File: config.mk
export PLATFORM = sky130hd
export DESIGN_NAME = pdm_loud_sound_detector_unit_flat
export DESIGN_NICKNAME = d
export VERILOG_FILES = /design/src/rtl/core/pdl_pkg.sv /design/src/rtl/core/pdl_in_if.sv /design/src/rtl/core/pdl_out_if.sv /design/src/rtl/core/pdl_ctrl.sv /design/src/rtl/core/pdl_datapath.sv /design/src/rtl/core/pdm_loud_sound_detector_unit.sv /design/src/flat_wrapper.sv
export VERILOG_INCLUDE_DIRS = /design/src /design/src/rtl/core
export SDC_FILE = /design/constraint.sdc
export NUM_CORES = 2
export LEC_CHECK = 0
export ABC_CLOCK_PERIOD_IN_PS = 8000
export BUFFER_PORTS_ARGS = -buffer_cell sky130_fd_sc_hd__buf_2
export CAP_MARGIN = 20
export CORE_MARGIN = 2
export CORE_UTILIZATION = 55
export CTS_BUF_LIST = sky130_fd_sc_hd__clkbuf_8 sky130_fd_sc_hd__clkbuf_16
export CTS_CLUSTER_DIAMETER = 100
export DETAILED_ROUTE_END_ITERATION = 8
export PLACE_DENSITY = 0.81
export SLEW_MARGIN = 10
export SYNTH_ARGS = -nofsm -noshare
export SYNTH_HDL_FRONTEND = slang
export SYNTH_SLANG_ARGS = --single-unit
File: constraint.sdc
create_clock -name clk_i -period 8 [get_ports clk_i]
set_input_delay 1.6 -clock clk_i [delete_from_list [all_inputs] [get_ports clk_i]]
set_output_delay 1.6 -clock clk_i [all_outputs]
set_load 0.005 [all_outputs]
File: src/rtl/core/assert_macros.svh
// Assertion macros shared by the detector RTL; empty when synthesizing.
`ifndef ASSERT_MACROS_SVH
`define ASSERT_MACROS_SVH

`ifndef SYNTHESIS
// Checked property, off while reset is asserted
`define PDL_ASSERT(lbl, clk, rst_n, prop) \
  lbl: assert property (@(posedge clk) disable iff (!rst_n) prop) \
    else $error("pdl assertion failed");
// Checked property, also during reset
`define PDL_ASSERT_ALWAYS(lbl, clk, prop) \
  lbl: assert property (@(posedge clk) prop) \
    else $error("pdl assertion failed");
`else
`define PDL_ASSERT(lbl, clk, rst_n, prop)
`define PDL_ASSERT_ALWAYS(lbl, clk, prop)
`endif

`endif

File: src/rtl/core/pdl_pkg.sv
// Shared types and constants of the PDM loud sound detector.
`default_nettype none

package pdl_pkg;

  // Field widths
  localparam int PdmW     = 16;
  localparam int EnvW     = 24;
  localparam int AccW     = 32;
  localparam int KeepW    = 16;
  localparam int WinW     = 16;
  localparam int ThreshW  = 24;
  localparam int CfgW     = 24;
  localparam int CfgIdxW  = 2;
  localparam int FracW    = 8;

  // Default parameter values
  localparam int BlockWordsDef = 20;
  localparam int WordBitsDef   = 16;

  // Register reset values
  localparam logic [KeepW-1:0]   KeepReset   = 16'd62259;
  localparam logic [WinW-1:0]    WindowReset = 16'd1000;
  localparam logic [ThreshW-1:0] ThreshReset = 24'd31000;

  // Configuration register indexes
  localparam logic [CfgIdxW-1:0] CfgKeep   = 2'd0;
  localparam logic [CfgIdxW-1:0] CfgWindow = 2'd1;
  localparam logic [CfgIdxW-1:0] CfgThresh = 2'd2;

  // Controller to datapath commands
  typedef struct packed {
    logic load;    // capture word, form saturated level sum
    logic lmul;    // level leak multiply
    logic esum;    // envelope plus level magnitude
    logic emul;    // envelope leak multiply
    logic commit;  // block/window update, load result register
  } cmd_t;

endpackage

`default_nettype wire

File: src/rtl/core/pdl_in_if.sv
// Input channel: one PDM word per beat.
`default_nettype none

interface pdl_in_if;
  import pdl_pkg::*;

  logic            valid;
  logic            ready;
  logic [PdmW-1:0] pdm_word;

  modport source (output valid, output pdm_word, input ready);
  modport sink   (input valid, input pdm_word, output ready);
endinterface

`default_nettype wire

File: src/rtl/core/pdl_out_if.sv
// Output channel: one envelope result per beat.
`default_nettype none

interface pdl_out_if;
  import pdl_pkg::*;

  logic            valid;
  logic            ready;
  logic [EnvW-1:0] envelope_level;
  logic            block_end;
  logic            detected;

  modport source (output valid, output envelope_level, output block_end,
                  output detected, input ready);
  modport sink   (input valid, input envelope_level, input block_end,
                  input detected, output ready);
endinterface

`default_nettype wire

File: src/rtl/core/pdl_ctrl.sv
// Sequencer of the detector: steps each word through the shared datapath.
`default_nettype none
`include "assert_macros.svh"

module pdl_ctrl (
  input  wire logic          clk_i,
  input  wire logic          rst_ni,
  input  wire logic          in_valid_i,
  output logic               in_ready_o,
  output logic               out_valid_o,
  input  wire logic          out_ready_i,
  output pdl_pkg::cmd_t      cmd_o
);
  import pdl_pkg::*;

  typedef enum logic [4:0] {
    S_IDLE = 5'b00001,
    S_LMUL = 5'b00010,
    S_ESUM = 5'b00100,
    S_EMUL = 5'b01000,
    S_DONE = 5'b10000
  } state_e;

  state_e state_q, state_d;
  logic   out_valid_q, out_valid_d;
  logic   accept;
  logic   slot_free;

  assign in_ready_o  = (state_q == S_IDLE);
  assign accept      = in_valid_i && in_ready_o;
  assign slot_free   = !out_valid_q || out_ready_i;
  assign out_valid_o = out_valid_q;

  // Next state and commands
  always_comb begin
    state_d     = state_q;
    cmd_o       = '0;
    case (state_q)
      S_IDLE: begin
        if (accept) begin
          cmd_o.load = 1'b1;
          state_d    = S_LMUL;
        end
      end
      S_LMUL: begin
        cmd_o.lmul = 1'b1;
        state_d    = S_ESUM;
      end
      S_ESUM: begin
        cmd_o.esum = 1'b1;
        state_d    = S_EMUL;
      end
      S_EMUL: begin
        cmd_o.emul = 1'b1;
        state_d    = S_DONE;
      end
      S_DONE: begin
        // wait here while the result register still holds an untaken beat
        if (slot_free) begin
          cmd_o.commit = 1'b1;
          state_d      = S_IDLE;
        end
      end
      default: state_d = S_IDLE;
    endcase
  end

  // Result register valid
  always_comb begin
    out_valid_d = out_valid_q;
    if (out_ready_i) out_valid_d = 1'b0;
    if (cmd_o.commit) out_valid_d = 1'b1;
  end

  always_ff @(posedge clk_i or negedge rst_ni) begin
    if (!rst_ni) begin
      state_q     <= S_IDLE;
      out_valid_q <= 1'b0;
    end else begin
      state_q     <= state_d;
      out_valid_q <= out_valid_d;
    end
  end

  // A new result appears only from the commit step
  `PDL_ASSERT(a_valid_from_commit, clk_i, rst_ni, $rose(out_valid_q) |-> $past(state_q == S_DONE))
  // Commit never overwrites a beat that was not taken
  `PDL_ASSERT(a_commit_free, clk_i, rst_ni, cmd_o.commit |-> slot_free)
  // An accepted word goes straight into the level multiply
  `PDL_ASSERT(a_accept_lmul, clk_i, rst_ni, accept |=> (state_q == S_LMUL))
  // No word is taken while one is being worked on
  `PDL_ASSERT_ALWAYS(a_ready_idle_only, clk_i, in_ready_o |-> (state_q == S_IDLE || !rst_ni))

endmodule

`default_nettype wire

File: src/rtl/core/pdl_datapath.sv
// Datapath of the detector: popcount, leaky level and envelope, block/window.
`default_nettype none

module pdl_datapath #(
  parameter int BlockWords = pdl_pkg::BlockWordsDef,
  parameter int WordBits   = pdl_pkg::WordBitsDef
) (
  input  wire logic                          clk_i,
  input  wire logic                          rst_ni,
  input  wire pdl_pkg::cmd_t                 cmd_i,
  input  wire logic                          cfg_we_i,
  input  wire logic [pdl_pkg::CfgIdxW-1:0]   cfg_idx_i,
  input  wire logic [pdl_pkg::CfgW-1:0]      cfg_wdata_i,
  input  wire logic [pdl_pkg::PdmW-1:0]      pdm_word_i,
  output logic      [pdl_pkg::EnvW-1:0]      envelope_level_o,
  output logic                               block_end_o,
  output logic                               detected_o
);
  import pdl_pkg::*;

  localparam int IdxW     = (BlockWords > 1) ? $clog2(BlockWords) : 1;
  localparam int OnesW    = $clog2(PdmW + 1);
  localparam int SampW    = OnesW + 2;
  localparam int HalfBits = WordBits / 2;
  localparam int ProdW    = AccW + KeepW;
  localparam logic [IdxW-1:0] LastIdx = IdxW'(BlockWords - 1);

  // Configuration registers
  logic [KeepW-1:0]   keep_q;
  logic [WinW-1:0]    window_q;
  logic [ThreshW-1:0] thresh_q;

  // Running state
  logic [IdxW-1:0]    idx_q, idx_d;
  logic [AccW-1:0]    level_q, level_d;
  logic [AccW-1:0]    env_q, env_d;
  logic [WinW-1:0]    bcnt_q, bcnt_d;
  logic [AccW-1:0]    peak_q, peak_d;

  // Work registers
  logic [AccW-1:0]    op_q, op_d;
  logic               neg_q, neg_d;

  // Result register
  logic [EnvW-1:0]    res_env_q;
  logic               res_blk_q, res_det_q;
  logic               res_blk_d, res_det_d;

  logic [OnesW-1:0]        ones;
  logic signed [SampW-1:0] sample;
  logic [AccW:0]           lsum;
  logic [AccW-1:0]         lsat;
  logic [ProdW-1:0]        prod;
  logic [AccW-1:0]         scaled;
  logic [AccW:0]           esum;
  logic [WinW-1:0]         bcnt_inc;
  logic [AccW-1:0]         peak_new;

  // Population count of the low WordBits bits
  always_comb begin
    ones = '0;
    for (int i = 0; i < PdmW; i++) begin
      if (i < WordBits) ones = ones + OnesW'(pdm_word_i[i]);
    end
  end

  assign sample = $signed({2'b00, ones}) - SampW'(HalfBits);

  // Level plus sample, saturated to the signed 32-bit range
  assign lsum = {level_q[AccW-1], level_q}
              + {{(AccW + 1 - SampW - FracW){sample[SampW-1]}}, sample, {FracW{1'b0}}};
  always_comb begin
    if (lsum[AccW] != lsum[AccW-1]) begin
      lsat = lsum[AccW] ? {1'b1, {(AccW-1){1'b0}}} : {1'b0, {(AccW-1){1'b1}}};
    end else begin
      lsat = lsum[AccW-1:0];
    end
  end

  // Shared leak multiplier
  assign prod   = {{KeepW{1'b0}}, op_q} * {{AccW{1'b0}}, keep_q};
  assign scaled = prod[ProdW-1:KeepW];

  // Envelope plus level magnitude, saturated
  assign esum = {1'b0, env_q} + {1'b0, op_q};

  // Block and window bookkeeping
  assign bcnt_inc = bcnt_q + WinW'(1);
  assign peak_new = (env_q > peak_q) ? env_q : peak_q;

  always_comb begin
    op_d      = op_q;
    neg_d     = neg_q;
    level_d   = level_q;
    env_d     = env_q;
    idx_d     = idx_q;
    bcnt_d    = bcnt_q;
    peak_d    = peak_q;
    res_blk_d = 1'b0;
    res_det_d = 1'b0;
    if (cmd_i.load) begin
      neg_d = lsat[AccW-1];
      op_d  = lsat[AccW-1] ? (~lsat + AccW'(1)) : lsat;
    end
    if (cmd_i.lmul) begin
      // magnitude of the new level feeds the envelope
      op_d    = scaled;
      level_d = neg_q ? (~scaled + AccW'(1)) : scaled;
    end
    if (cmd_i.esum) begin
      op_d = esum[AccW] ? {AccW{1'b1}} : esum[AccW-1:0];
    end
    if (cmd_i.emul) begin
      env_d = scaled;
    end
    if (cmd_i.commit) begin
      if (idx_q == LastIdx) begin
        idx_d     = '0;
        res_blk_d = 1'b1;
        bcnt_d    = bcnt_inc;
        peak_d    = peak_new;
        if (bcnt_inc >= window_q) begin
          res_det_d = (peak_new[AccW-1:FracW] > thresh_q);
          peak_d    = '0;
          bcnt_d    = '0;
        end
      end else begin
        idx_d = idx_q + IdxW'(1);
      end
    end
  end

  // Control state and configuration
  always_ff @(posedge clk_i or negedge rst_ni) begin
    if (!rst_ni) begin
      keep_q   <= KeepReset;
      window_q <= WindowReset;
      thresh_q <= ThreshReset;
      idx_q    <= '0;
      level_q  <= '0;
      env_q    <= '0;
      bcnt_q   <= '0;
      peak_q   <= '0;
    end else begin
      if (cfg_we_i) begin
        case (cfg_idx_i)
          CfgKeep:   keep_q   <= cfg_wdata_i[KeepW-1:0];
          CfgWindow: window_q <= cfg_wdata_i[WinW-1:0];
          CfgThresh: thresh_q <= cfg_wdata_i[ThreshW-1:0];
          default:   ;
        endcase
      end
      idx_q   <= idx_d;
      level_q <= level_d;
      env_q   <= env_d;
      bcnt_q  <= bcnt_d;
      peak_q  <= peak_d;
    end
  end

  // Work and result registers
  always_ff @(posedge clk_i) begin
    op_q  <= op_d;
    neg_q <= neg_d;
    if (cmd_i.commit) begin
      res_env_q <= env_q[AccW-1:FracW];
      res_blk_q <= res_blk_d;
      res_det_q <= res_det_d;
    end
  end

  assign envelope_level_o = res_env_q;
  assign block_end_o      = res_blk_q;
  assign detected_o       = res_det_q;

endmodule

`default_nettype wire

File: src/rtl/core/pdm_loud_sound_detector_unit.sv
// Top level of the PDM loud sound detector.
`default_nettype none

// Each PDM word goes through these steps from acceptance to its result:
// the accepting cycle forms the saturated level sum, then the single shared
// 32x16 leak multiplier runs twice (level, then envelope) with the envelope
// add between them, and a last cycle updates the block and window counters
// and loads the result register. The next word is accepted as soon as that
// cycle is done, even while the previous result still waits in the output
// register; only when that register is still full at commit time does the
// word wait. Every result beat carries the envelope integer part, a block-end
// flag on the word that closes a block, and a detected flag on the word that
// closes a window whose peak envelope exceeded the threshold. Configuration
// writes take effect at once and should be made while no word is in flight.
module pdm_loud_sound_detector_unit #(
  parameter int BlockWords = pdl_pkg::BlockWordsDef,
  parameter int WordBits   = pdl_pkg::WordBitsDef
) (
  input  wire logic                         clk_i,
  input  wire logic                         rst_ni,
  input  wire logic                         cfg_we_i,
  input  wire logic [pdl_pkg::CfgIdxW-1:0]  cfg_idx_i,
  input  wire logic [pdl_pkg::CfgW-1:0]     cfg_wdata_i,
  pdl_in_if.sink                            pdm_i,
  pdl_out_if.source                         res_o
);
  import pdl_pkg::*;

  cmd_t cmd;
  logic in_ready;
  logic out_valid;

  // Sequencer
  pdl_ctrl u_ctrl (
    .clk_i       (clk_i),
    .rst_ni      (rst_ni),
    .in_valid_i  (pdm_i.valid),
    .in_ready_o  (in_ready),
    .out_valid_o (out_valid),
    .out_ready_i (res_o.ready),
    .cmd_o       (cmd)
  );

  // Arithmetic and state
  pdl_datapath #(
    .BlockWords (BlockWords),
    .WordBits   (WordBits)
  ) u_datapath (
    .clk_i            (clk_i),
    .rst_ni           (rst_ni),
    .cmd_i            (cmd),
    .cfg_we_i         (cfg_we_i),
    .cfg_idx_i        (cfg_idx_i),
    .cfg_wdata_i      (cfg_wdata_i),
    .pdm_word_i       (pdm_i.pdm_word),
    .envelope_level_o (res_o.envelope_level),
    .block_end_o      (res_o.block_end),
    .detected_o       (res_o.detected)
  );

  assign pdm_i.ready = in_ready;
  assign res_o.valid = out_valid;

endmodule

`default_nettype wire

File: src/flat_wrapper.sv
// flat-port wrapper written by rule: the top's interface ports become plain ports
module pdm_loud_sound_detector_unit_flat import pdl_pkg::*;
#(
  parameter int BlockWords = pdl_pkg::BlockWordsDef,
  parameter int WordBits   = pdl_pkg::WordBitsDef
)
  (clk_i, rst_ni, cfg_we_i, cfg_idx_i, cfg_wdata_i, pdm_i_valid, pdm_i_pdm_word, pdm_i_ready, res_o_valid, res_o_envelope_level, res_o_block_end, res_o_detected, res_o_ready);
  pdl_in_if pdm_i_i ();
  pdl_out_if res_o_i ();
  input  wire logic clk_i;
  input  wire logic rst_ni;
  input  wire logic cfg_we_i;
  input  wire logic [pdl_pkg::CfgIdxW-1:0] cfg_idx_i;
  input  wire logic [pdl_pkg::CfgW-1:0] cfg_wdata_i;
  input wire logic [$bits(pdm_i_i.valid)-1:0] pdm_i_valid;
  input wire logic [$bits(pdm_i_i.pdm_word)-1:0] pdm_i_pdm_word;
  output wire logic [$bits(pdm_i_i.ready)-1:0] pdm_i_ready;
  output wire logic [$bits(res_o_i.valid)-1:0] res_o_valid;
  output wire logic [$bits(res_o_i.envelope_level)-1:0] res_o_envelope_level;
  output wire logic [$bits(res_o_i.block_end)-1:0] res_o_block_end;
  output wire logic [$bits(res_o_i.detected)-1:0] res_o_detected;
  input wire logic [$bits(res_o_i.ready)-1:0] res_o_ready;
  assign pdm_i_i.valid = pdm_i_valid;
  assign pdm_i_i.pdm_word = pdm_i_pdm_word;
  assign pdm_i_ready = pdm_i_i.ready;
  assign res_o_valid = res_o_i.valid;
  assign res_o_envelope_level = res_o_i.envelope_level;
  assign res_o_block_end = res_o_i.block_end;
  assign res_o_detected = res_o_i.detected;
  assign res_o_i.ready = res_o_ready;
  pdm_loud_sound_detector_unit #(.BlockWords(BlockWords), .WordBits(WordBits)) u_core (.clk_i(clk_i), .rst_ni(rst_ni), .cfg_we_i(cfg_we_i), .cfg_idx_i(cfg_idx_i), .cfg_wdata_i(cfg_wdata_i), .pdm_i(pdm_i_i), .res_o(res_o_i));
endmodule
## Word-level counts from Yosys, hierarchy flattened

Index checks and enable logic that the tools add are counted.

| operators by class | value |
|---|---|
| add/sub/neg operators | 22 |
| $mul | 1 |
| magnitude comparators | 3 |
| equality and inequality tests | 11 |
| mux-type cells | 25 |
| bitwise gates (word level) | 2 |
| reduce and logical (&&, ||, !) cells | 14 |

Operators by type and width:

| kind | number |
|---|---|
| $mux 32 | 10 |
| $add 32x1->32 const B | 2 |
| $not 32->32 | 2 |
| $add 5x1->5 | 11 |
| $mul 32x16->48 | 1 |
| $add 32x14->33 | 1 |
| $add 32x32->33 | 1 |
| $gt 32x32->1 | 1 |
| $pmux 5 s5 | 1 |
| $gt 24x24->1 | 1 |
| $add 16x1->16 const B | 1 |
| $ge 16x16->1 | 1 |
| $mux 16 | 1 |
| $mux 5 | 3 |
| $reduce_and 2->1 | 6 |
| $eq 5x5->1 const B | 2 |
| $mux 1 | 10 |
| $sub 5x4->6 const B | 1 |
| $add 4x1->5 | 1 |
| $add 5x1->5 const B | 1 |
| $eq 5x1->1 const B | 1 |
| $eq 5x2->1 const B | 1 |
| $eq 5x3->1 const B | 1 |
| $eq 5x4->1 const B | 1 |
| 15 further kinds | 16 |

| storage, ports and cells | value |
|---|---|
| register bits | 238 |
| input port bits | 47 |
| output and inout port bits | 28 |
| word-level logic and storage cells | 94 |

## Longest topological paths before layout

| depth | value |
|---|---|
| word-level depth | 25 |
| gate-level depth with buffers | 37 |
| depth with buffers taken out | 36 |

## Hierarchy

Synthesis repeated with hierarchy kept, for this count alone.

| second synthesis, totals | value |
|---|---|
| cell total of the unflattened synthesis | 3616 |
| area total of the unflattened synthesis | 32911.6 µm² |

By module, submodules not included:

| module | instances | cells each | area an instance (µm²) | seq. area each (µm²) |
|---|---|---|---|---|
| pdl_datapath | 1 | 3582 | 32586.3 | 6129.6 |
| pdl_ctrl | 1 | 34 | 325.3 | 151.4 |

## Worst setup path after synthesis

OpenSTA, ideal clock, no wires.

| timing | value |
|---|---|
| kind | in2reg |
| start point | input port pdm_i_pdm_word[0] |
| end point | register u_core.u_datapath.op_q[29] (data pin) |
| library setup time | 158 ps |
| data arrival time | 10308 ps |
| required time | 7842 ps |
| path slack | -2466 ps |
| stages | 32 |
| buffers on the path | 0 |
| cells stage by stage | inv_1 > fa_1 > fa_1 > fa_1 > fa_1 > inv_1 > ha_1 > a21oi_1 > nor2_1 > nor3_1 > ha_1 > or3_1 > o21ai_0 > o21ai_0 > o21ai_1 > o221ai_1 > o21a_1 > o21a_1 > o21ai_0 > nand2b_1 > xor2_1 > ha_1 > or4_1 > or3_1 > or3_1 > nor2_1 > a21oi_1 > nor3_1 > nand2_1 > nor3b_1 > mux2_2 > o211ai_1 |

| on the way | value |
|---|---|
| word-level cells in the longest chain between the ends | 25 |
| elaborated cells on any way between the ends | 26 |
| those cells by class | add/sub (18); eq/ne (1); mux (6); bitwise (1) |

RTL lines:

| what | RTL line | source |
|---|---|---|
| start: declaration | flat_wrapper.sv:16 | `input wire logic [$bits(pdm_i_i.pdm_word)-1:0] pdm_i_pdm_word;` |
| $add 1x1->2 * | pdl_datapath.sv:63 | `if (i < WordBits) ones = ones + OnesW'(pdm_word_i[i]);` |
| $add 2x1->3 * | pdl_datapath.sv:63 |  |
| $add 3x1->4 * | pdl_datapath.sv:63 |  |
| $add 4x1->5 * | pdl_datapath.sv:63 |  |
| $add 5x1->5 * (11 in a row) | pdl_datapath.sv:63 |  |
| $sub 5x4->6 * | pdl_datapath.sv:67 | `assign sample = $signed({2'b00, ones}) - SampW'(HalfBits);` |
| $add 32x14->33 * | pdl_datapath.sv:71 | `+ {{(AccW + 1 - SampW - FracW){sample[SampW-1]}}, sample, {FracW{1'b0}}};` |
| $mux 32 / $ne 1x1->1 (equally long branches) | pdl_datapath.sv:74, pdl_datapath.sv:73 |  |
| $mux 32 * | pdl_datapath.sv:73 | `if (lsum[AccW] != lsum[AccW-1]) begin` |
| $not 32->32 | pdl_datapath.sv:103 | `op_d = lsat[AccW-1] ? (~lsat + AccW'(1)) : lsat;` |
| $add 32x1->32 | pdl_datapath.sv:103 |  |
| $mux 32 * | pdl_datapath.sv:103 |  |
| $mux 32 * | pdl_datapath.sv:101 | `if (cmd_i.load) begin` |
| $mux 32 * | pdl_datapath.sv:105 | `if (cmd_i.lmul) begin` |
| $mux 32 * | pdl_datapath.sv:110 | `if (cmd_i.esum) begin` |
| via u_core.u_datapath.op_d[29] | pdl_datapath.sv:41 | `logic [AccW-1:0] op_q, op_d;` |
| end signal: assignment | pdl_datapath.sv:163 | `op_q <= op_d;` |
| end: declaration | pdl_datapath.sv:41 |  |

The timed path passes the listed nets; every way through them passes the cells marked *. The select of a mux whose other input is x is not followed.
A chain may end at the register's enable or synchronous reset.

## Worst setup path after layout

| timing | value |
|---|---|
| start point | input port pdm_i_pdm_word[0] |
| end point | register u_core.u_datapath.op_q[23] (data pin) |

Same word-level chain as after synthesis.

==> flow_summary.json <==
{
  "outcome": "finished, violations left",
  "violations": "setup timing",
  "ys.warnings.count": 0,
  "max_freq_ghz": 0.1149,
  "die_y_um": 248.1,
  "ys.flop_type": "dfrtp_1",
  "relSlewSlack_pct": 27.38,
  "clock_path_buffers": 3,
  "ys_ff_latch": 238,
  "synth-edff-count": 59,
  "nets": 4714,
  "grt_overflow": 0,
  "final_area_sq_um": 38540,
  "setup_violations": 26,
  "drv_cap": 0,
  "crit_type": "input pin to flip-flop",
  "cts-root-buf": "clkbuf_16",
  "hpwl_mm": 74.40,
  "worstSetupPathDepth": 37,
  "cpPeakStageDelay_ns": 0.57,
  "drc": 0,
  "utilization_pct": 65.30,
  "core_sq_um": 59020,
  "gp_congestion": 0.9703,
  "grt_setup_unrepaired": "yes",
  "numCtsBuffers": 27,
  "die_area_sq_um": 61570,
  "antenna_left": 0,
  "drv_slew": 0,
  "htreeDepth": 1,
  "synthArstFlopShare_pct": 75.21,
  "antenna_found_initial": 1,
  "finClkSkew_ns": 0.01965,
  "first_pass_iters": 6,
  "met1_usage_pct": 42.64,
  "num_vias": 28487,
  "cp.required_ns": 8.30,
  "start_kind": "input pin",
  "met3_usage_pct": 6.109,
  "grt_pass1_vias": 28485,
  "cp_max_fo": 6,
  "via_per_inst": 5.966,
  "cts_tree": "yes",
  "clkSinkCount": 238,
  "initial_core_util_pct": 55.54,
  "cts.clk_slew.worst_paths_ns": 0.06,
  "drive_above_1_share_pct": 19.35,
  "use_met2_pct": 50.82,
  "ioPinCount": 75,
  "end_kind": "flip-flop",
  "syn_area_sq_um": 32780,
  "syn-num-nets": 4376,
  "setup_ws_ns": -0.7052,
  "grt_max_degree": 108,
  "post_drt_wl_per_cell_um": 20.37,
  "worst_pin_slew_ns": 1.085,
  "avgSynthCellArea_sq_um": 8.998,
  "layout_min_cycle_time_ns": 8.705,
  "grt_pass1_wl_mm": 152.4,
  "drtIter0Drc": 2954,
  "hold_path_depth": 2,
  "fillCellCount": 4447,
  "die-width_um": 248.1,
  "port_buffers": 74,
  "rows": 89,
  "arrival_ns": 9.01,
  "placed_area_sq_um": 36660,
  "path_buf_inv": 7,
  "hold_viol_final": 0,
  "yosys.cell_types.count": 90,
  "hold_class": "flip-flop to flip-flop",
  "area_growth_pct": 17.57,
  "crit_family": "adder cells",
  "insertion_delay_ns": 0.58,
  "critPathSlowestCell": "fa_1",
  "routed_wl_mm": 97.28,
  "yosysSeqAreaShare_pct": 19.16,
  "fin_crit_sh_pct": 108.8,
  "r2r_cells": 25,
  "netlist_instances": 3643,
  "busiest_layer": "met2",
  "grtUsageTotal_pct": 31.58
}
metrics by stage:
step	instances	setup slack [ns]	hold WS, ns	setup TNS (ns)
3_5_place_dp	4685	-1.437	0.4871	-33.81
2_1_floorplan	3643	-1.273	0.4563	-24.82
6_report	4775	-0.7052	0.4984	-11.52
4_1_cts	4745	-0.7462	0.4998	-10.96
3_3_place_gp	4684	-1.353	0.4807	-30.95
5_1_grt	4774	-0.9925	0.5209	-20.45
cells in the mapped netlist (76+ instances only):
| master | count | area, sq um |
|---|---|---|
| a21oi_1 | 147 | 735.7 |
| and2_1 | 212 | 1326 |
| clkbuf_1 | 146 | 548.0 |
| dfrtp_1 | 155 | 3879 |
| fa_1 | 430 | 8608 |
| ha_1 | 256 | 3203 |
| inv_1 | 594 | 2230 |
| mux2_2 | 97 | 1092 |
| nand2_1 | 507 | 1903 |
| nor2_1 | 121 | 454.2 |
| o21ai_0 | 144 | 720.7 |
| xnor2_1 | 76 | 665.6 |
final timing paths:
kind | slack (ns) | end | start
max reg2reg | 0.18 | u_core.u_datapath.op_q[31] | u_core.u_datapath.keep_q[9]
max in group asynchronous | 5.28 | u_core.u_datapath.bcnt_q[10] | rst_ni
min in group asynchronous | 1.14 | u_core.u_datapath.thresh_q[18] | rst_ni
min | 0.50 | u_core.u_datapath.level_q[20] | u_core.u_datapath.level_q[20]
min reg2reg | 0.50 | u_core.u_datapath.level_q[20] | u_core.u_datapath.level_q[20]
max | -0.71 | u_core.u_datapath.op_q[23] | pdm_i_pdm_word[0]
registers in the layout, summed over array words and instances (netlist names), 24 cells and up:
signal	flops
u_core.u_datapath.env_q	32
u_core.u_datapath.envelope_level_o	24
u_core.u_datapath.level_q	32
u_core.u_datapath.op_q	32
u_core.u_datapath.peak_q	32
u_core.u_datapath.thresh_q	24
worst register-to-register path: stages (launching register included):
cell      delay (ns)
dfstp_4         0.72
buf_4           0.23
nand2_1         0.10
fa_1            0.54
inv_1           0.05
fa_1            0.52
fa_1            0.46
fa_1            0.54
fa_1            0.57
inv_1           0.06
fa_1            0.54
inv_1           0.05
ha_1            0.29
a21oi_1         0.17
o21ai_1         0.19
a311oi_2        0.40
a211oi_1        0.16
buf_4           0.19
o31a_1          0.29
buf_4           0.14
a311oi_2        0.33
o21bai_1        0.13
a21o_1          0.22
xnor2_2         0.23
nor2_1          0.11
o32a_1          0.37
what timing repair did:
action	4_1_cts	5_1_grt
hold buffers	0	0
gates cloned	0	3
setup endpoints to repair	30	46
resized for setup	48	83
pin swaps	54	42
setup buffers	11	25
layout by cell type, fill, tap and decap left out, types with 34 or more instances in the layout:
cell type    n
inv_1      588
nand2_1    502
fa_1       427
buf_4      339
ha_1       250
and2_1     212
dfrtp_1    155
a21oi_1    130
o21ai_0    122
nor2_1     116
mux2_2      96
xnor2_1     71
buf_2       71
edfxtp_1    59
a21o_1      53
xor2_1      52
nor3_1      38
o21ai_1     34
cell families after synthesis:
logic type | count (synthesis) | share of synthesized area (%)
XOR/XNOR | 130 | 3.496
AO/OA/AOI/OAI | 640 | 13.01
flip-flops | 238 | 19.16
multiplexers | 103 | 3.515
buffers and inverters | 747 | 8.596
AND/OR/NAND/NOR | 1099 | 16.19
adder cells (fa/ha/maj) | 686 | 36.03
final cells by class:
class                      instances  area, sq um  share of cell area, %
inverter                         594         2242                  5.818
multi-input combinational       2658        24280                  63.01
sequential                       238         6292                  16.33
clock inverter                    20        217.7                 0.5649
antenna                            1        2.502               0.006493
timing repair buffer             462         3832                  9.944
tap                              773        967.2                  2.509
clock buffer                      29        703.2                  1.824
per-layer routing:
layer,wire length [um],up-vias,part of all wire [%]
met5,92,-,0.095
met4,4768,4,4.9
met3,9422,339,9.7
met2,44640,1542,46
met1,38360,14005,39
li1,-,12597,-
Power is left out: the tool's default activity adds up to more than one toggle a clock period on the data nets, which glitch-free logic cannot reach.
